### src/hw/rtl/gda_pkg.sv
package gda_pkg;

	// Unit selector codes.
	localparam logic [2:0] FN_DAY        = 3'd0;
	localparam logic [2:0] FN_WEEK       = 3'd1;
	localparam logic [2:0] FN_MONTH      = 3'd2;
	localparam logic [2:0] FN_YEAR       = 3'd3;
	localparam logic [2:0] FN_DECADE     = 3'd4;
	localparam logic [2:0] FN_CENTURY    = 3'd5;
	localparam logic [2:0] FN_MILLENNIUM = 3'd6;

	// Result status codes.
	localparam logic [1:0] ST_OK       = 2'd0;
	localparam logic [1:0] ST_BAD_DATE = 2'd1;
	localparam logic [1:0] ST_OVERFLOW = 2'd2;

	// Field widths fixed by the interface.
	localparam int YEAR_W  = 14;
	localparam int COUNT_W = 12;
	// Day-step counter holds count times seven.
	localparam int CNT_W   = COUNT_W + 3;
	// Product of the count and the largest year multiplier (1000).
	localparam int PROD_W  = COUNT_W + 10;
	// Starting year plus that product.
	localparam int SUM_W   = PROD_W + 1;
	// Year modulo 400.
	localparam int R400_W  = 9;

	localparam logic [R400_W-1:0] CYCLE_400 = 9'd400;
	localparam logic [R400_W-1:0] LAST_400  = 9'd399;

	// Days per month in a common year, indexed by month.
	localparam logic [4:0] MONTH_LEN [13] = '{5'd0, 5'd31, 5'd28, 5'd31, 5'd30, 5'd31,
		5'd30, 5'd31, 5'd31, 5'd30, 5'd31, 5'd30, 5'd31};

	// Result of one calendar step.
	typedef struct packed {
		logic              y_inc;
		logic [R400_W-1:0] r400;
		logic [3:0]        mon;
		logic [4:0]        day;
	} gda_step_t;

	// Leap year from the year taken modulo 400.
	function automatic logic is_leap(input logic [R400_W-1:0] r);
		is_leap = (r[1:0] == 2'd0) && (r != 9'd100) && (r != 9'd200) && (r != 9'd300);
	endfunction

	// Length of a month; zero for a month code outside 1 to 12.
	function automatic logic [4:0] days_in(input logic [R400_W-1:0] r, input logic [3:0] m);
		if (m == 4'd2) begin
			days_in = is_leap(r) ? 5'd29 : 5'd28;
		end else if (m >= 4'd1 && m <= 4'd12) begin
			days_in = MONTH_LEN[m];
		end else begin
			days_in = 5'd0;
		end
	endfunction

endpackage

### src/hw/rtl/gda_step.sv
module gda_step (
	input  logic [gda_pkg::R400_W-1:0] r400,
	input  logic [3:0]                 mon,
	input  logic [4:0]                 day,
	input  logic                       month_mode,
	output gda_pkg::gda_step_t         nxt
);
	import gda_pkg::*;

	logic              wrap_mon;
	logic [3:0]        mon_inc;
	logic [R400_W-1:0] r400_inc;
	logic [4:0]        len_cur;
	logic [4:0]        len_new;

	// Month and year roll-over shared by both step kinds.
	assign wrap_mon = (mon >= 4'd12);
	assign mon_inc  = wrap_mon ? 4'd1 : mon + 4'd1;
	assign r400_inc = (r400 == LAST_400) ? '0 : r400 + 9'd1;
	assign len_cur  = days_in(r400, mon);
	assign len_new  = days_in(wrap_mon ? r400_inc : r400, mon_inc);

	// One day forward, or one month forward with the day clamped.
	always_comb begin
		nxt.y_inc = 1'b0;
		nxt.r400  = r400;
		nxt.mon   = mon;
		nxt.day   = day;
		if (month_mode) begin
			nxt.y_inc = wrap_mon;
			nxt.r400  = wrap_mon ? r400_inc : r400;
			nxt.mon   = mon_inc;
			nxt.day   = (day > len_new) ? len_new : day;
		end else if (day >= len_cur) begin
			nxt.y_inc = wrap_mon;
			nxt.r400  = wrap_mon ? r400_inc : r400;
			nxt.mon   = mon_inc;
			nxt.day   = 5'd1;
		end else begin
			nxt.day = day + 5'd1;
		end
	end

endmodule

### src/hw/rtl/gregorian_date_adder_top.sv
// Gregorian date adder. A transaction brings a date, a unit selector and a count and
// returns the date advanced by that many days, weeks, months, years, decades, centuries
// or millennia, with a status of ok, invalid input date or year overflow (on an error the
// input date comes back unchanged). One transaction is worked at a time: in_ready is high
// only while the block is idle. The year is first reduced modulo 400 by repeated
// subtraction; days, weeks and months are then stepped one day or one month per cycle
// through a single calendar step unit, and the year-based units use one multiply and one
// add.
module gregorian_date_adder_top #(
	parameter int COUNT_MAX = 4095,
	parameter int YEAR_MAX  = 16383
) (
	input  logic                        clk,
	input  logic                        arst_n,
	input  logic                        in_valid,
	output logic                        in_ready,
	input  logic [2:0]                  func,
	input  logic [gda_pkg::YEAR_W-1:0]  year_in,
	input  logic [3:0]                  month_in,
	input  logic [4:0]                  day_in,
	input  logic [gda_pkg::COUNT_W-1:0] count,
	output logic                        out_valid,
	input  logic                        out_ready,
	output logic [gda_pkg::YEAR_W-1:0]  year_out,
	output logic [3:0]                  month_out,
	output logic [4:0]                  day_out,
	output logic [1:0]                  status
);
	import gda_pkg::*;

	localparam int YW = $clog2(YEAR_MAX + 2);

	localparam logic [2:0] S_IDLE  = 3'd0;
	localparam logic [2:0] S_MOD   = 3'd1;
	localparam logic [2:0] S_CHECK = 3'd2;
	localparam logic [2:0] S_STEP  = 3'd3;
	localparam logic [2:0] S_ADD   = 3'd4;
	localparam logic [2:0] S_OUT   = 3'd5;

	logic [2:0]         state_q;
	logic [2:0]         func_q;
	logic [YEAR_W-1:0]  y0_q;
	logic [3:0]         m0_q;
	logic [4:0]         d0_q;
	logic [COUNT_W-1:0] n_q;
	logic [YW-1:0]      year_q;
	logic [3:0]         mon_q;
	logic [4:0]         day_q;
	logic [R400_W-1:0]  r400_q;
	logic [YEAR_W-1:0]  rem_q;
	logic [CNT_W-1:0]   cnt_q;
	logic [PROD_W-1:0]  prod_q;
	logic [1:0]         status_q;

	logic [COUNT_W-1:0] count_sat;
	logic               date_ok;
	logic [9:0]         mult;
	logic [SUM_W-1:0]   sum;
	logic               year_ovf;
	gda_step_t          nxt;

	// Count saturation at the configured maximum.
	assign count_sat = ({4'd0, count} > 16'(COUNT_MAX)) ? COUNT_W'(COUNT_MAX) : count;

	// Validity of the starting date, once its year is reduced modulo 400.
	assign date_ok = (m0_q >= 4'd1) && (m0_q <= 4'd12) && (d0_q != 5'd0) &&
		(d0_q <= days_in(rem_q[R400_W-1:0], m0_q)) &&
		({2'd0, y0_q} <= 16'(YEAR_MAX));

	// Year multiplier of the year-based units.
	always_comb begin
		case (func_q)
			FN_DECADE:     mult = 10'd10;
			FN_CENTURY:    mult = 10'd100;
			FN_MILLENNIUM: mult = 10'd1000;
			default:       mult = 10'd1;
		endcase
	end

	assign sum      = SUM_W'(y0_q) + SUM_W'(prod_q);
	assign year_ovf = (year_q > YW'(YEAR_MAX));

	// Shared calendar step unit.
	gda_step u_step (
		.r400       (r400_q),
		.mon        (mon_q),
		.day        (day_q),
		.month_mode (func_q == FN_MONTH),
		.nxt        (nxt)
	);

	// Sequencer state.
	always_ff @(posedge clk or negedge arst_n) begin
		if (!arst_n) begin
			state_q <= S_IDLE;
		end else begin
			unique case (state_q)
				S_IDLE: begin
					if (in_valid) state_q <= S_MOD;
				end
				S_MOD: begin
					if (rem_q < YEAR_W'(CYCLE_400)) state_q <= S_CHECK;
				end
				S_CHECK: begin
					if (!date_ok) begin
						state_q <= S_OUT;
					end else begin
						case (func_q) inside
							FN_DAY, FN_WEEK, FN_MONTH:            state_q <= S_STEP;
							FN_YEAR, FN_DECADE, FN_CENTURY,
							FN_MILLENNIUM:                        state_q <= S_ADD;
							default:                              state_q <= S_OUT;
						endcase
					end
				end
				S_STEP: begin
					if (cnt_q == '0 || year_ovf) state_q <= S_OUT;
				end
				S_ADD: state_q <= S_OUT;
				S_OUT: begin
					if (out_ready) state_q <= S_IDLE;
				end
				default: state_q <= S_IDLE;
			endcase
		end
	end

	// Datapath registers.
	always_ff @(posedge clk) begin
		case (state_q)
			S_IDLE: begin
				if (in_valid) begin
					func_q   <= func;
					y0_q     <= year_in;
					m0_q     <= month_in;
					d0_q     <= day_in;
					n_q      <= count_sat;
					year_q   <= YW'(year_in);
					mon_q    <= month_in;
					day_q    <= day_in;
					rem_q    <= year_in;
					status_q <= ST_OK;
				end
			end
			S_MOD: begin
				if (rem_q >= YEAR_W'(CYCLE_400)) rem_q <= rem_q - YEAR_W'(CYCLE_400);
			end
			S_CHECK: begin
				r400_q <= rem_q[R400_W-1:0];
				prod_q <= PROD_W'(n_q) * PROD_W'(mult);
				if (func_q == FN_WEEK) begin
					cnt_q <= CNT_W'({3'd0, n_q} * CNT_W'(7));
				end else begin
					cnt_q <= CNT_W'(n_q);
				end
				if (!date_ok) status_q <= ST_BAD_DATE;
			end
			S_STEP: begin
				if (cnt_q == '0 || year_ovf) begin
					// Loop done; on overflow the starting date is returned.
					if (year_ovf) begin
						status_q <= ST_OVERFLOW;
						year_q   <= YW'(y0_q);
						mon_q    <= m0_q;
						day_q    <= d0_q;
					end
				end else begin
					year_q <= year_q + YW'(nxt.y_inc);
					r400_q <= nxt.r400;
					mon_q  <= nxt.mon;
					day_q  <= nxt.day;
					cnt_q  <= cnt_q - CNT_W'(1);
				end
			end
			S_ADD: begin
				if (sum > SUM_W'(YEAR_MAX)) begin
					status_q <= ST_OVERFLOW;
				end else begin
					year_q <= YW'(sum);
				end
			end
			default: ;
		endcase
	end

	assign in_ready  = (state_q == S_IDLE);
	assign out_valid = (state_q == S_OUT);
	assign year_out  = year_q[YEAR_W-1:0];
	assign month_out = mon_q;
	assign day_out   = day_q;
	assign status    = status_q;

	// The block never takes a new transaction while a result is pending.
	a_no_overlap: assert property (@(posedge clk) disable iff (!arst_n)
		!(in_ready && out_valid)) else $error("input taken while result pending");

	// Status is always one of the defined codes.
	a_status_code: assert property (@(posedge clk) disable iff (!arst_n)
		out_valid |-> (status == ST_OK || status == ST_BAD_DATE || status == ST_OVERFLOW))
		else $error("undefined status code");

	// A successful result has a month from 1 to 12 and a nonzero day.
	a_ok_date: assert property (@(posedge clk) disable iff (!arst_n)
		(out_valid && status == ST_OK) |->
		(month_out >= 4'd1 && month_out <= 4'd12 && day_out >= 5'd1))
		else $error("ok status with an impossible date");

	// The year residue stays below 400 while stepping.
	a_r400_range: assert property (@(posedge clk) disable iff (!arst_n)
		(state_q == S_STEP) |-> (r400_q < CYCLE_400))
		else $error("year residue out of range");

endmodule
### config.mk
export PLATFORM = sky130hd
export DESIGN_NAME = gregorian_date_adder_top
export DESIGN_NICKNAME = d
export VERILOG_FILES = /design/src/hw/rtl/gda_pkg.sv /design/src/hw/rtl/gda_step.sv /design/src/hw/rtl/gregorian_date_adder_top.sv
export SDC_FILE = /design/constraint.sdc
export NUM_CORES = 1
export LEC_CHECK = 0
export ABC_AREA = 1
export BUFFER_PORTS_ARGS = -buffer_cell sky130_fd_sc_hd__buf_2
export CAP_MARGIN = 30
export CORE_MARGIN = 4
export CORE_UTILIZATION = 45
export CTS_CLUSTER_SIZE = 40
export DETAILED_ROUTE_END_ITERATION = 12
export PLACE_DENSITY_LB_ADDON = 0.2
export SLEW_MARGIN = 40
export SYNTH_ARGS = -nofsm -noshare
export SYNTH_HDL_FRONTEND = slang
export SYNTH_SLANG_ARGS = --single-unit
### constraint.sdc
create_clock -name clk -period 6.9 [get_ports clk]
set_input_delay 0.69 -clock clk [delete_from_list [all_inputs] [get_ports clk]]
set_output_delay 0.69 -clock clk [all_outputs]
set_load 0.01 [all_outputs]
==> results of run 1 <==
[synthesized netlist by cell type (2+ instances only)]
| cell type | n | area [um2] |
|---|---|---|
| sky130_fd_sc_hd__nand2_1 | 376 | 1410 |
| sky130_fd_sc_hd__inv_1 | 247 | 927 |
| sky130_fd_sc_hd__nor2_1 | 142 | 533 |
| sky130_fd_sc_hd__ha_1 | 127 | 1590 |
| sky130_fd_sc_hd__edfxtp_1 | 124 | 3720 |
| sky130_fd_sc_hd__fa_1 | 75 | 1500 |
| sky130_fd_sc_hd__a21oi_1 | 73 | 365 |
| sky130_fd_sc_hd__o21ai_0 | 72 | 360 |
| sky130_fd_sc_hd__nand3_1 | 69 | 345 |
| sky130_fd_sc_hd__xor2_1 | 40 | 350 |
| sky130_fd_sc_hd__xnor2_1 | 25 | 219 |
| sky130_fd_sc_hd__nand4_1 | 23 | 144 |
| sky130_fd_sc_hd__a31oi_1 | 16 | 100 |
| sky130_fd_sc_hd__buf_4 | 16 | 120 |
| sky130_fd_sc_hd__nor3_1 | 15 | 75.1 |
| sky130_fd_sc_hd__clkbuf_1 | 10 | 37.5 |
| sky130_fd_sc_hd__o22ai_1 | 8 | 50.1 |
| sky130_fd_sc_hd__o211ai_1 | 7 | 52.6 |
| sky130_fd_sc_hd__or2_2 | 7 | 43.8 |
| sky130_fd_sc_hd__nor4_1 | 6 | 37.5 |
| sky130_fd_sc_hd__a21o_1 | 5 | 37.5 |
| sky130_fd_sc_hd__inv_2 | 5 | 18.8 |
| sky130_fd_sc_hd__nor2_2 | 5 | 31.3 |
| sky130_fd_sc_hd__o21ai_1 | 5 | 25.0 |
| sky130_fd_sc_hd__a41oi_1 | 4 | 35.0 |
| sky130_fd_sc_hd__nand2_4 | 4 | 45.0 |
| sky130_fd_sc_hd__o21bai_1 | 4 | 30.0 |
| sky130_fd_sc_hd__a211oi_1 | 3 | 22.5 |
| sky130_fd_sc_hd__dfrtp_1 | 3 | 75.1 |
| sky130_fd_sc_hd__nor3_2 | 3 | 30.0 |
| sky130_fd_sc_hd__a21boi_0 | 2 | 15.0 |
| sky130_fd_sc_hd__and3_1 | 2 | 12.5 |
| sky130_fd_sc_hd__buf_2 | 2 | 10.0 |
| sky130_fd_sc_hd__nand2_2 | 2 | 12.5 |
| sky130_fd_sc_hd__nand3b_1 | 2 | 15.0 |
| sky130_fd_sc_hd__nor2_4 | 2 | 22.5 |
| sky130_fd_sc_hd__o21ai_2 | 2 | 17.5 |
| sky130_fd_sc_hd__o221ai_1 | 2 | 17.5 |
[worst paths after layout]
kind,from,to,slack (ns),depth (start not counted)
worst max-delay path,func_q[1]$_DFFE_PP_,prod_q[15]$_DFFE_PP_,0.85,22
worst min-delay path,arst_n,state_q[2]$_DFFE_PN0P_,0.04,1
worst max register to register,func_q[1]$_DFFE_PP_,prod_q[15]$_DFFE_PP_,0.85,22
worst min register to register,rem_q[0]$_DFFE_PP_,r400_q[0]$_DFFE_PP_,0.57,2
max in group asynchronous,arst_n,state_q[0]$_DFFE_PN0P_,6.75,1
min in group clk,count[10],n_q[10]$_DFFE_PP_,0.43,1
[cells in the final DEF, fill, tap and decap left out, types with 6 or more instances in the layout]
master and count:
sky130_fd_sc_hd__nand2_1 376, sky130_fd_sc_hd__inv_1 247, sky130_fd_sc_hd__nor2_1 139, sky130_fd_sc_hd__ha_1 127, sky130_fd_sc_hd__edfxtp_1 124, sky130_fd_sc_hd__fa_1 75, sky130_fd_sc_hd__a21oi_1 73, sky130_fd_sc_hd__o21ai_0 72
sky130_fd_sc_hd__nand3_1 69, sky130_fd_sc_hd__buf_2 68, sky130_fd_sc_hd__xor2_1 40, sky130_fd_sc_hd__xnor2_1 25, sky130_fd_sc_hd__nand4_1 23, sky130_fd_sc_hd__clkbuf_16 17, sky130_fd_sc_hd__a31oi_1 16, sky130_fd_sc_hd__nor3_1 15
sky130_fd_sc_hd__o22ai_1 8, sky130_fd_sc_hd__nor2_2 7, sky130_fd_sc_hd__or2_2 7, sky130_fd_sc_hd__o211ai_1 7, sky130_fd_sc_hd__nor4_1 6
[state kept, by name, summed over array words and instances, names as in the netlist]
signal     flops
day_out        5
month_out      4
status         2
year_q        15
m0_q           4
n_q           12
r400_q         9
func_q         3
prod_q        22
d0_q           5
y0_q          14
rem_q         14
cnt_q         15
state_q        3
[cell families after synthesis]
group,count (synthesis)
fa+ha+maj,202
simple gates,662
flops,127
compound gates,210
buf+inv,285
xor+xnor,65
[area by class of cell]
cell class	instances	area (um2)
timing repair buffer	75	408
fill	2619	13400
sequential	127	3800
tap	372	465
inverter	255	961
clock inverter	15	139
multi-input combinational	1139	7680
clock buffer	17	425
[worst max-delay path: cells and delay by family (launching register included)]
kind / cells / cell delay, ns
AO/OA/AOI/OAI: 5 / 1.02
XOR/XNOR: 1 / 0.08
adder cells (fa/ha/maj): 6 / 2.89
buffers and inverters: 6 / 0.30
flip-flops: 1 / 0.46
AND/OR/NAND/NOR: 4 / 1.03
[layer usage]
metal	vias up	GRT usage [%]
met2	267	32.9
met4	0	5.11
li1	5201	-
met5	-	0
met1	4829	28.5
met3	42	3.31
[through the flow]
stage | area (um2) | hold slack (ns) | setup slack, ns | power [mW] | util (%)
after detailed placement | 13300 | 0.488 | 0.939 | 5.01 | 48.8
after floorplan | 12600 | 0.394 | 1.32 | 4.17 | -
after global routing | 13900 | 0.0303 | 0.344 | 6.52 | 50.9
after CTS | 13900 | 0.0358 | 0.897 | 5.91 | 50.9
final | 13900 | 0.0448 | 0.846 | 5.89 | 50.9
after global placement | 13300 | 0.489 | 1.10 | 4.92 | 48.7
[power by group]
group          internal (mW)  switching [mW]
sequential              1.30           0.280
combinational           1.26            2.18
clock                  0.500           0.368
total                   3.06            2.83
==> metrics.log, run 1 <==
[metrics] setup repair after global routing missed its margin: no
[metrics] effective utilization at floorplan: 46.2%
[metrics] number of enable flip-flop cells after synthesis: 124
[metrics] Setup CP Type: flip-flop to flip-flop
[metrics] wire length of the first global-routing pass: 50600 um
[metrics] share of synthesized cell area in and, or, nand and nor gates: 22.3%
[metrics] via count of the first global-routing pass: 10070
[metrics] detailed placer's ending HPWL: 25100 um
[metrics] xor-xnor portion of the synthesized cell area: 4.52%
[metrics] latest clock arrival within the worst-skew pair: 0.43 ns
[metrics] average footprint of a synthesized cell: 8.13 um2
[metrics] Floorplan Core Area: 0.0273 mm2
[metrics] placed cell count: 1968
[metrics] area enclosed by the die boundary: 0.0307 mm2
[metrics] arrival time of the worst setup path: 6.23 ns
[metrics] area added between synthesis and finish: 10.1%
[metrics] slowest CP cell: sky130_fd_sc_hd__fa_1
[metrics] top-level port count: 69
[metrics] post-layout instance count excluding filler cells: 2000
[metrics] # setup viols final: 0
[metrics] CP startpoint kind: flip-flop
[metrics] Max stage delay on crit path: 0.55 ns
[metrics] skew final: 0.00884 ns
[metrics] RD Place Congestion: 0.944
[metrics] Sum Neg Setup Slack: 0 ns
[metrics] number of post-CTS setup repair buffers: 0
[metrics] count of pins over their slew limit: 0
[metrics] Detail Route met3 WL: 1340 um
[metrics] highest ir drop seen on vdd: 0.182 mV
[metrics] total via count after detailed routing: 10339
[metrics] synthesized flop and latch total: 127
[metrics] Port Buf Inserts: 68
[metrics] run status: finished clean
[metrics] reported max-cap violation count: 0
[metrics] DR vias/cell: 5.17
[metrics] Worst setup EP type: flip-flop
[metrics] largest buffer count on any clock path: 2
[metrics] Max Freq: 0.165 GHz
[metrics] count of hold buffers inserted by post-cts repair: 0
[metrics] count of antenna diodes in the layout: 0
[metrics] post-cts resize count: 0
[metrics] overall die height: 175 um
[metrics] minimum period implied by the final worst setup slack: 6.05 ns
[metrics] warning count from the yosys run: 0
[metrics] Worst Hold Class: input pin to asynchronous set/reset pin
[metrics] area share of fa/ha/maj cells after synthesis: 24.5%
[metrics] Final Hold Fails: 0
[metrics] chain of cells forming the critical path: inv_1, nor2_1, nand2_1, nand2_1, nand2_1, fa_1, inv_1, fa_1, inv_1, fa_1, inv_1, fa_1, inv_1, fa_1, inv_1, ha_1, a21oi_1, o21ai_0, a21oi_1, o21ai_0, a21oi_1, xnor2_1
[metrics] CTS tree: done
[metrics] drt wl/cell: 15.3 um
[metrics] initial antenna violation count: 0
[metrics] number of nets in the synthesized netlist: 1795
[metrics] GRT Total Usage: 20.3%
[metrics] Netlist cell types: 54
[metrics] leak pwr: 6.78 nW
[metrics] worst endpoint required time: 7.08 ns
[metrics] Synth Area in Compound Gates: 9.42%
[metrics] sum of overflow across all layers after global routing: 0
[metrics] fraction of the cycle the final worst path needs: 87.7%
[metrics] post-route antenna net violation count: 0
[metrics] floorplan die width: 175 um
[metrics] final net count: 1859
[metrics] Clock transition at path regs: 0.06 ns
[metrics] dominant combinational cell family by area after synthesis: adder cells
[metrics] multiplexer fraction of the synthesized cell area: 0%
[metrics] proportion of layout cells with a drive suffix above 1: 8.97%
[metrics] Routed WL: 30500 um
[metrics] dominant register cell in the synthesized netlist: sky130_fd_sc_hd__edfxtp_1
[metrics] level count of the clock H-tree: 4
[metrics] Root Buffer Master: sky130_fd_sc_hd__clkbuf_16
[metrics] PD cells: 424 mW/mm2
[metrics] highest routing layer actually used: met4
[metrics] drt initial violations: 632
[metrics] drc violations: 0
[metrics] slew at the pin closest to its max-slew limit: 0.736 ns
[metrics] wire length on met2: 14000 um
[metrics] Syn Inst Count: 1551
[metrics] CTS sink cnt: 127
[metrics] wire length the detailed router placed on met1: 14600 um
[metrics] post-synthesis cell area: 0.0126 mm2
[metrics] headroom to the max-slew limit: 50.9%
[metrics] sequential element share of the synthesized area: 30.1%
[metrics] iteration count of the initial detailed-routing pass: 7
[metrics] top fanout value on the critical path: 14
[metrics] Site Rows: 60
[metrics] critical path's most frequent cell: sky130_fd_sc_hd__inv_1
[metrics] pin count of the biggest net entering global routing: 38
[metrics] number of clock buffers inserted by TritonCTS: 17
[metrics] asr flop ratio synth: 2.36%
Power figures use the tool's default switching activity.
==> run 2: changes to the inputs <==
--- a/config.mk
+++ b/config.mk
@@ -9,5 +9,4 @@
 export BUFFER_PORTS_ARGS = -buffer_cell sky130_fd_sc_hd__buf_2
 export CAP_MARGIN = 30
-export CORE_MARGIN = 4
 export CORE_UTILIZATION = 45
 export CTS_CLUSTER_SIZE = 40
@@ -17,3 +16,4 @@
 export SYNTH_ARGS = -nofsm -noshare
 export SYNTH_HDL_FRONTEND = slang
+export SYNTH_HIERARCHICAL = 1
 export SYNTH_SLANG_ARGS = --single-unit
==> constraint.sdc (replaced) <==
create_clock -name clk -period 6.9 [get_ports clk]
set_input_delay 0.69 -clock clk [delete_from_list [all_inputs] [get_ports clk]]
set_output_delay 0.69 -clock clk [all_outputs]
set_load 0.02 [all_outputs]
==> run 2 against run 1 <==
Critical path depth rose by 3; cell area rose by 1.5%; worst hold slack got worse by 0.0041 ns; sequential share of layout area fell by 0.40 points; final cell count rose by 1.2%; critical path type unchanged.
==> metrics.log, run 2 <==
[metrics] run status: finished clean
[metrics] post-synthesis cell area: 0.0129 mm2 (+2.2%)
[metrics] Netlist cell types: 54 (unchanged)
[metrics] drc violations: 0 (unchanged)
[metrics] drt wl/cell: 16.2 um (+6.0%)
[metrics] average footprint of a synthesized cell: 8.16 um2 (+0.38%)
[metrics] # setup viols final: 0 (unchanged)
[metrics] top fanout value on the critical path: 10 (-4)
[metrics] Site Rows: 61 (+1.7%)
[metrics] detailed placer's ending HPWL: 26200 um (+4.5%)
[metrics] latest clock arrival within the worst-skew pair: 0.44 ns (about the same)
[metrics] ranking of synthesized cells by instance count: sky130_fd_sc_hd__nand2_1 (362), sky130_fd_sc_hd__inv_1 (250), sky130_fd_sc_hd__nor2_1 (131)
[metrics] number of clock buffers inserted by TritonCTS: 17 (unchanged)
[metrics] most area-hungry cell type in the Yosys netlist: sky130_fd_sc_hd__edfxtp_1
[metrics] sum of overflow across all layers after global routing: 0 (unchanged)
[metrics] top-level port count: 69 (unchanged)
[metrics] PD cells: 438 mW/mm2 (+3.3%)
[metrics] CP startpoint kind: flip-flop
[metrics] skew final: 0.00731 ns (-0.00153 ns)
[metrics] floorplan die width: 171 um (-2.4%)
[metrics] arrival time of the worst setup path: 6.15 ns (-0.08 ns)
[metrics] fraction of met1 tracks used by global routing: 33.1% (+4.5 points)
[metrics] global route hottest layer: met2
[metrics] placed cell count: 1992 (+1.2%)
[metrics] fraction of power spent switching nets: 50.1% (+2.0 points)
[metrics] headroom to the max-slew limit: 52.9% (+2.0 points)
[metrics] post-route antenna net violation count: 0 (unchanged)
[metrics] overall die height: 171 um (-2.4%)
[metrics] number of post-CTS setup repair buffers: 0 (unchanged)
[metrics] leading registers by flop count: prod_q: 22 flops, cnt_q: 15 flops, year_q: 15 flops
[metrics] commonest cells after routing, fill and taps aside: sky130_fd_sc_hd__nand2_1 (361), sky130_fd_sc_hd__inv_1 (249), sky130_fd_sc_hd__nor2_1 (128)
[metrics] worst endpoint required time: 7.09 ns (about the same)
[metrics] final net count: 1877 (+0.97%)
[metrics] Max Freq: 0.168 GHz (+1.5%)
[metrics] Setup CP Type: flip-flop to flip-flop
[metrics] RD Place Congestion: 0.917 (-2.9%)
[metrics] Clock transition at path regs: 0.06 ns (about the same)
[metrics] Final Hold Fails: 0 (unchanged)
[metrics] total via count after detailed routing: 10631 (+2.8%)
[metrics] post-layout instance count excluding filler cells: 2024 (+1.2%)
[metrics] Floorplan Core Area: 0.0279 mm2 (+2.5%)
[metrics] effective utilization at floorplan: 46.1% (-0.14 points)
[metrics] final instance area: 0.0141 mm2 (+1.5%)
[metrics] drt initial violations: 889 (+41%)
[metrics] reported max-cap violation count: 0 (unchanged)
[metrics] part of the total power dissipated in combinational logic: 59.7% (+1.3 points)
[metrics] setup repair after global routing missed its margin: no
[metrics] count of pins over their slew limit: 0 (unchanged)
[metrics] crit path launch: func_q[2]$_DFFE_PP_
[metrics] area enclosed by the die boundary: 0.0293 mm2 (-4.7%)
[metrics] GRT Total Usage: 23.8% (+3.5 points)
[metrics] number of enable flip-flop cells after synthesis: 124 (unchanged)
[metrics] slack of the worst reg-to-reg path: 0.93 ns (+0.09 ns)
[metrics] DR vias/cell: 5.25 (+1.6%)
[metrics] number of nets in the synthesized netlist: 1823 (+1.6%)
[metrics] area added between synthesis and finish: 9.35%
[metrics] largest reg by FF count: prod_q
[metrics] DP Area: 0.0135 mm2 (+1.6%)
[metrics] proportion of netlist area held by the largest area contributor: 28.9% (-0.63 points)
[metrics] CTS sink cnt: 127 (unchanged)
[metrics] slew at the pin closest to its max-slew limit: 0.706 ns (-0.0303 ns)
[metrics] post-cts resize count: 0 (unchanged)
[metrics] Internal Power: 3.08 mW (+0.82%)
[metrics] initial antenna violation count: 0 (unchanged)
[metrics] Sum Neg Setup Slack: 0 ns (unchanged)
[metrics] Port Buf Inserts: 68 (unchanged)
[metrics] leading cell types by total area after synthesis: sky130_fd_sc_hd__edfxtp_1 (29%), sky130_fd_sc_hd__ha_1 (12%), sky130_fd_sc_hd__fa_1 (12%)
[metrics] count of antenna diodes in the layout: 0 (unchanged)
[metrics] count leader, synth: sky130_fd_sc_hd__nand2_1
[metrics] sequential element share of the synthesized area: 29.5% (-0.65 points)
[metrics] most common cell after layout, fill and taps aside: sky130_fd_sc_hd__nand2_1
[metrics] proportion of layout cells with a drive suffix above 1: 10.1% (+1.2 points)
[metrics] synthesized flop and latch total: 127 (unchanged)
[metrics] pin count of the biggest net entering global routing: 65 (+71%)
[metrics] count of hold buffers inserted by post-cts repair: 0 (unchanged)
[metrics] iteration count of the initial detailed-routing pass: 6 (-1)
[metrics] minimum period implied by the final worst setup slack: 5.97 ns (-0.0881 ns)
[metrics] Syn Inst Count: 1579 (+1.8%)
[metrics] fraction of the cycle the final worst path needs: 86.5% (-1.3 points)
[metrics] Root Buffer Master: sky130_fd_sc_hd__clkbuf_16
[metrics] met2 track demand over resource: 38.7% (+5.8 points)
[metrics] level count of the clock H-tree: 4 (unchanged)
[metrics] number of flip-flops in the largest register: 22 (unchanged)
[metrics] CTS tree: done
[metrics] via count of the first global-routing pass: 10505 (+4.3%)
[metrics] asr flop ratio synth: 2.36% (unchanged)
[metrics] Routed WL: 32800 um (+7.2%)
[metrics] dominant register cell in the synthesized netlist: sky130_fd_sc_hd__edfxtp_1
[metrics] largest buffer count on any clock path: 2 (unchanged)
[metrics] Clock Power Share: 14.4% (-0.3 points)
[metrics] met3 track demand over resource in global routing: 3.45% (+0.14 points)
[metrics] wire length of the first global-routing pass: 53800 um (+6.3%)
[metrics] Worst Hold Class: input pin to asynchronous set/reset pin
[metrics] Worst setup EP type: flip-flop
[metrics] Reg2Reg Launch Point: func_q[2]$_DFFE_PP_
[metrics] Seq pwr share: 25.9% (-0.9 points)
[metrics] worst hold slack: 0.0407 ns (-0.00410 ns)
[metrics] highest ir drop seen on vdd: 0.220 mV (+21%)
[metrics] net switching power: 3.09 mW (+9.2%)
[metrics] leak pwr: 6.84 nW (+0.94%)
[metrics] warning count from the yosys run: 6 (+6)
==> run 2: kinds of logic (layout without fill, tap and decap cells) <==
kind of cell    Yosys count  after routing  share of synthesized area (%)
compound gates          233            233                           10.4
xor+xnor                 70             70                           4.76
fa+ha+maj               202            202                           24.1
buf+inv                 294            361                           9.30
flops                   127            127                           29.5
simple gates            653            653                           22.0
==> run 2: power groups by stage <==
stage	registers (mW)	clock network [mW]	logic, mW
final	1.60	0.887	3.69
after global routing	1.63	0.926	4.22
after CTS	1.60	0.892	3.70
after detailed placement	1.61	0	3.66
after global placement	1.61	0	3.61
after floorplan	1.52	0	2.85
==> run 2: final timing paths <==
kind                                          end  cells past startpoint
max                          prod_q[19]$_DFFE_PP_                     25
max in group asynchronous  state_q[0]$_DFFE_PN0P_                      1
min reg2reg                   r400_q[1]$_DFFE_PP_                      2
min                        state_q[2]$_DFFE_PN0P_                      1
min in group clk                 n_q[2]$_DFFE_PP_                      1
max reg2reg                  prod_q[19]$_DFFE_PP_                     25
==> run 2: routing by layer <==
layer  vias to the layer above  share of wire [%]
met3                        32                5.1
li1                       5258                  -
met2                       281                 46
met1                      5060                 48
met5                         -                  0
met4                         0                1.5
==> run 2: area by class of cell <==
class	count	area (um2)
Sequential cell	127	3800
Timing Repair Buffer	73	378
Clock inverter	14	133
Tap cell	378	473
Inverter	256	963
Clock buffer	18	429
Fill cell	2733	13900
Multi-Input combinational cell	1158	7910
==> run 2: stage by stage <==
| step | total power [mW] | worst slack, ns | util (%) |
|---|---|---|---|
| floorplan | 4.37 | 1.42 | - |
| global placement | 5.22 | 1.07 | 48.4 |
| detailed placement | 5.27 | 0.981 | 48.4 |
| CTS | 6.19 | 0.960 | 50.4 |
| global route | 6.78 | 0.523 | 50.4 |
| finish | 6.18 | 0.934 | 50.4 |
==> run 2: worst max-delay path: stages, from the launching register on <==
cell,delay (ns)
sky130_fd_sc_hd__edfxtp_1,0.47
sky130_fd_sc_hd__inv_1,0.17
sky130_fd_sc_hd__nor2_4,0.24
sky130_fd_sc_hd__nand2_1,0.16
sky130_fd_sc_hd__nor3_1,0.37
sky130_fd_sc_hd__nor2_1,0.14
sky130_fd_sc_hd__ha_1,0.21
sky130_fd_sc_hd__or2_2,0.31
sky130_fd_sc_hd__fa_1,0.49
sky130_fd_sc_hd__fa_1,0.52
sky130_fd_sc_hd__fa_1,0.55
sky130_fd_sc_hd__inv_1,0.05
sky130_fd_sc_hd__fa_1,0.52
sky130_fd_sc_hd__inv_1,0.04
sky130_fd_sc_hd__ha_1,0.35
sky130_fd_sc_hd__a21o_1,0.18
sky130_fd_sc_hd__inv_1,0.06
sky130_fd_sc_hd__nor2_1,0.04
sky130_fd_sc_hd__nor2_1,0.08
sky130_fd_sc_hd__nand2_1,0.07
sky130_fd_sc_hd__a31oi_1,0.27
sky130_fd_sc_hd__o21bai_2,0.11
sky130_fd_sc_hd__a21oi_1,0.18
sky130_fd_sc_hd__inv_1,0.06
sky130_fd_sc_hd__nand2_1,0.06
sky130_fd_sc_hd__nand2_1,0.05
==> run 3: changes to the inputs <==
CELL_PAD_IN_SITES_DETAIL_PLACEMENT = 1   (was unset)
CELL_PAD_IN_SITES_GLOBAL_PLACEMENT = 1   (was unset)
CTS_BUF_LIST = sky130_fd_sc_hd__clkbuf_4   (was unset)
REMOVE_ABC_BUFFERS = 1   (was unset)
==> run 3 against run 2 <==
Worst hold slack gained 0.22 ns; non-clock buffer count is the same; global-route usage grew 1.6 points; clock-buffer cell count grew 2; core utilization shrank 0.92 points; die area is the same; worst setup slack lost 0.21 ns; cell area shrank 1.8%; critical path type unchanged; critical endpoint unchanged; largest cell class unchanged.
==> metrics.log, run 3 (synthesis gave the netlist of run 2 again) <==
[metrics] RD Place Congestion: 0.908 (-0.94%)
[metrics] slew at the pin closest to its max-slew limit: 0.737 ns (+0.0314 ns)
[metrics] Sum Neg Setup Slack: 0 ns (unchanged)
[metrics] iteration count of the initial detailed-routing pass: 5 (-1)
[metrics] drt wl/cell: 17.5 um (+8.3%)
[metrics] Routed WL: 35500 um (+8.4%)
[metrics] setup repair after global routing missed its margin: no
[metrics] fraction of the cycle the final worst path needs: 89.5% (+3.1 points)
[metrics] sum of overflow across all layers after global routing: 0 (unchanged)
[metrics] Site Rows: 61 (unchanged)
[metrics] DR vias/cell: 5.33 (+1.4%)
[metrics] worst flop-to-flop path endpoint: prod_q[19]$_DFFE_PP_
[metrics] Worst Hold Class: input pin to flip-flop
[metrics] largest reg by FF count: prod_q
[metrics] drt initial violations: 504 (-43%)
[metrics] latest clock arrival within the worst-skew pair: 0.59 ns (+0.15 ns)
[metrics] total via count after detailed routing: 10793 (+1.5%)
[metrics] utilization after layout: 49.5% (-0.92 points)
[metrics] area added between synthesis and finish: 7.35%
[metrics] overall die height: 171 um (unchanged)
[metrics] top fanout value on the critical path: 10 (unchanged)
[metrics] # setup viols final: 0 (unchanged)
[metrics] most common cell after layout, fill and taps aside: sky130_fd_sc_hd__nand2_1
[metrics] Final Hold Fails: 0 (unchanged)
[metrics] worst endpoint required time: 7.26 ns (+0.17 ns)
[metrics] wire length of the first global-routing pass: 57500 um (+6.8%)
[metrics] CP startpoint kind: flip-flop
[metrics] top-level port count: 69 (unchanged)
[metrics] Reg2Reg Launch Point: func_q[2]$_DFFE_PP_
[metrics] Max Freq: 0.162 GHz (-3.4%)
[metrics] PD cells: 428 mW/mm2 (-2.3%)
[metrics] minimum period implied by the final worst setup slack: 6.18 ns (+0.211 ns)
[metrics] number of flip-flops in the largest register: 22 (unchanged)
[metrics] count of pins over their slew limit: 0 (unchanged)
[metrics] initial antenna violation count: 3 (+3)
[metrics] leak pwr: 6.73 nW (-1.6%)
[metrics] Port Buf Inserts: 68 (unchanged)
[metrics] GRT Total Usage: 25.4% (+1.6 points)
[metrics] Root Buffer Master: sky130_fd_sc_hd__clkbuf_4
[metrics] post-layout instance count excluding filler cells: 2026 (+0.099%)
[metrics] leading registers by flop count: prod_q: 22 flops, cnt_q: 15 flops, year_q: 15 flops
[metrics] highest ir drop seen on vdd: 0.204 mV (-7.5%)
[metrics] reported max-cap violation count: 0 (unchanged)
[metrics] proportion of layout cells with a drive suffix above 1: 10.1% (-0.055 points)
[metrics] via count of the first global-routing pass: 11401 (+8.5%)
[metrics] placed cell count: 1991 (-0.050%)
[metrics] worst-case reg-to-reg path depth: 25 (unchanged)
[metrics] largest buffer count on any clock path: 2 (unchanged)
[metrics] number of clock buffers inserted by TritonCTS: 17 (unchanged)
[metrics] crit path launch: func_q[2]$_DFFE_PP_
[metrics] post-route antenna net violation count: 0 (unchanged)
[metrics] CTS tree: done
[metrics] Clock transition at path regs: 0.14 ns (+0.08 ns)
[metrics] DP Area: 0.0135 mm2 (about the same)
[metrics] CTS sink cnt: 127 (unchanged)
[metrics] arrival time of the worst setup path: 6.54 ns (+0.39 ns)
[metrics] area enclosed by the die boundary: 0.0293 mm2 (unchanged)
[metrics] skew final: 0.0321 ns (+0.0248 ns)
[metrics] Worst setup EP type: flip-flop
[metrics] detailed placer's ending HPWL: 28900 um (+10%)
[metrics] Setup CP Type: flip-flop to flip-flop
[metrics] drc violations: 0 (unchanged)
[metrics] slack of the worst reg-to-reg path: 0.72 ns (-0.21 ns)
[metrics] final instance area: 0.0138 mm2 (-1.8%)
[metrics] commonest cells after routing, fill and taps aside: sky130_fd_sc_hd__nand2_1 (361), sky130_fd_sc_hd__inv_1 (249), sky130_fd_sc_hd__nor2_1 (128)
[metrics] end point of the critical path: prod_q[19]$_DFFE_PP_
[metrics] headroom to the max-slew limit: 50.6% (-2.3 points)
[metrics] floorplan die width: 171 um (unchanged)
[metrics] final net count: 1877 (unchanged)
[metrics] pin count of the biggest net entering global routing: 65 (unchanged)
[metrics] number of post-CTS setup repair buffers: 0 (unchanged)
[metrics] effective utilization at floorplan: 46.1% (unchanged)
[metrics] Floorplan Core Area: 0.0279 mm2 (unchanged)
[metrics] level count of the clock H-tree: 4 (unchanged)
[metrics] run status: finished clean
-- run 3: cell count changes in the layout (fill, tap and decap cells not counted), moves of 2 or more --
cell	delta
sky130_fd_sc_hd__clkinvlp_4	-2
sky130_fd_sc_hd__inv_6	-3
sky130_fd_sc_hd__diode_2	+3
sky130_fd_sc_hd__bufinv_16	+2
sky130_fd_sc_hd__clkbuf_4	+20
sky130_fd_sc_hd__clkbuf_16	-17
-- run 3: worst max-delay path: stages (launching register included) --
cell	delay, ns
sky130_fd_sc_hd__edfxtp_1	0.51
sky130_fd_sc_hd__inv_1	0.19
sky130_fd_sc_hd__nor2_4	0.24
sky130_fd_sc_hd__nand2_1	0.16
sky130_fd_sc_hd__nor3_1	0.42
sky130_fd_sc_hd__nor2_1	0.15
sky130_fd_sc_hd__ha_1	0.21
sky130_fd_sc_hd__or2_2	0.30
sky130_fd_sc_hd__fa_1	0.50
sky130_fd_sc_hd__fa_1	0.53
sky130_fd_sc_hd__fa_1	0.56
sky130_fd_sc_hd__inv_1	0.06
sky130_fd_sc_hd__fa_1	0.53
sky130_fd_sc_hd__inv_1	0.04
sky130_fd_sc_hd__ha_1	0.36
sky130_fd_sc_hd__a21o_1	0.18
sky130_fd_sc_hd__inv_1	0.06
sky130_fd_sc_hd__nor2_1	0.04
sky130_fd_sc_hd__nor2_1	0.09
sky130_fd_sc_hd__nand2_1	0.07
sky130_fd_sc_hd__a31oi_1	0.28
sky130_fd_sc_hd__o21bai_2	0.12
sky130_fd_sc_hd__a21oi_1	0.18
sky130_fd_sc_hd__inv_1	0.07
sky130_fd_sc_hd__nand2_1	0.06
sky130_fd_sc_hd__nand2_1	0.04
-- run 3: timing repair --
item	4_1_cts	5_1_grt
hold endpoints to repair	3	0
gates resized for setup	0	0
hold buffers	1	0
setup endpoints to repair	0	0
-- run 3: worst min-delay path by stage --
| stage | startpoint | to | slack, ns | cells after the start |
|---|---|---|---|---|
| after detailed placement | arst_n | state_q[0]$_DFFE_PN0P_ | 0.49 | 1 |
| after global routing | count[1] | n_q[1]$_DFFE_PP_ | 0.24 | 1 |
| after CTS | count[1] | n_q[1]$_DFFE_PP_ | 0.22 | 1 |
| final | count[1] | n_q[1]$_DFFE_PP_ | 0.27 | 1 |
| after global placement | arst_n | state_q[2]$_DFFE_PN0P_ | 0.49 | 1 |
| after floorplan | arst_n | state_q[0]$_DFFE_PN0P_ | 0.39 | 0 |
-- run 3: area by class of cell --
type | count | area (um2)
Tap cell | 378 | 473
Sequential cell | 127 | 3800
Clock buffer | 20 | 150
Antenna cell | 3 | 7.51
Multi-Input combinational cell | 1158 | 7910
Clock inverter | 11 | 140
Timing Repair Buffer | 73 | 380
Fill cell | 3533 | 14100
Inverter | 256 | 963
-- run 3: metrics by stage --
stage	power, mW	setup WS (ns)	hold slack, ns
floorplan	4.27	1.42	0.394
global placement	5.17	1.03	0.489
detailed placement	5.36	0.776	0.488
CTS	5.96	0.755	0.219
global route	6.51	0.305	0.239
finish	5.92	0.723	0.265
-- run 3: metal layers --
layer | GRT usage, % | part of all wire, % | wire [um]
met5 | 0 | 0 | 0
met4 | 8.66 | 2.8 | 1010
met3 | 3.50 | 3.2 | 1130
met2 | 45.0 | 50 | 17600
met1 | 31.6 | 44 | 15700
-- run 3: where the power goes --
part	total, mW	internal [mW]	switching [mW]
combinational	3.77	1.30	2.47
sequential	1.59	1.29	0.294
clock	0.562	0.259	0.303
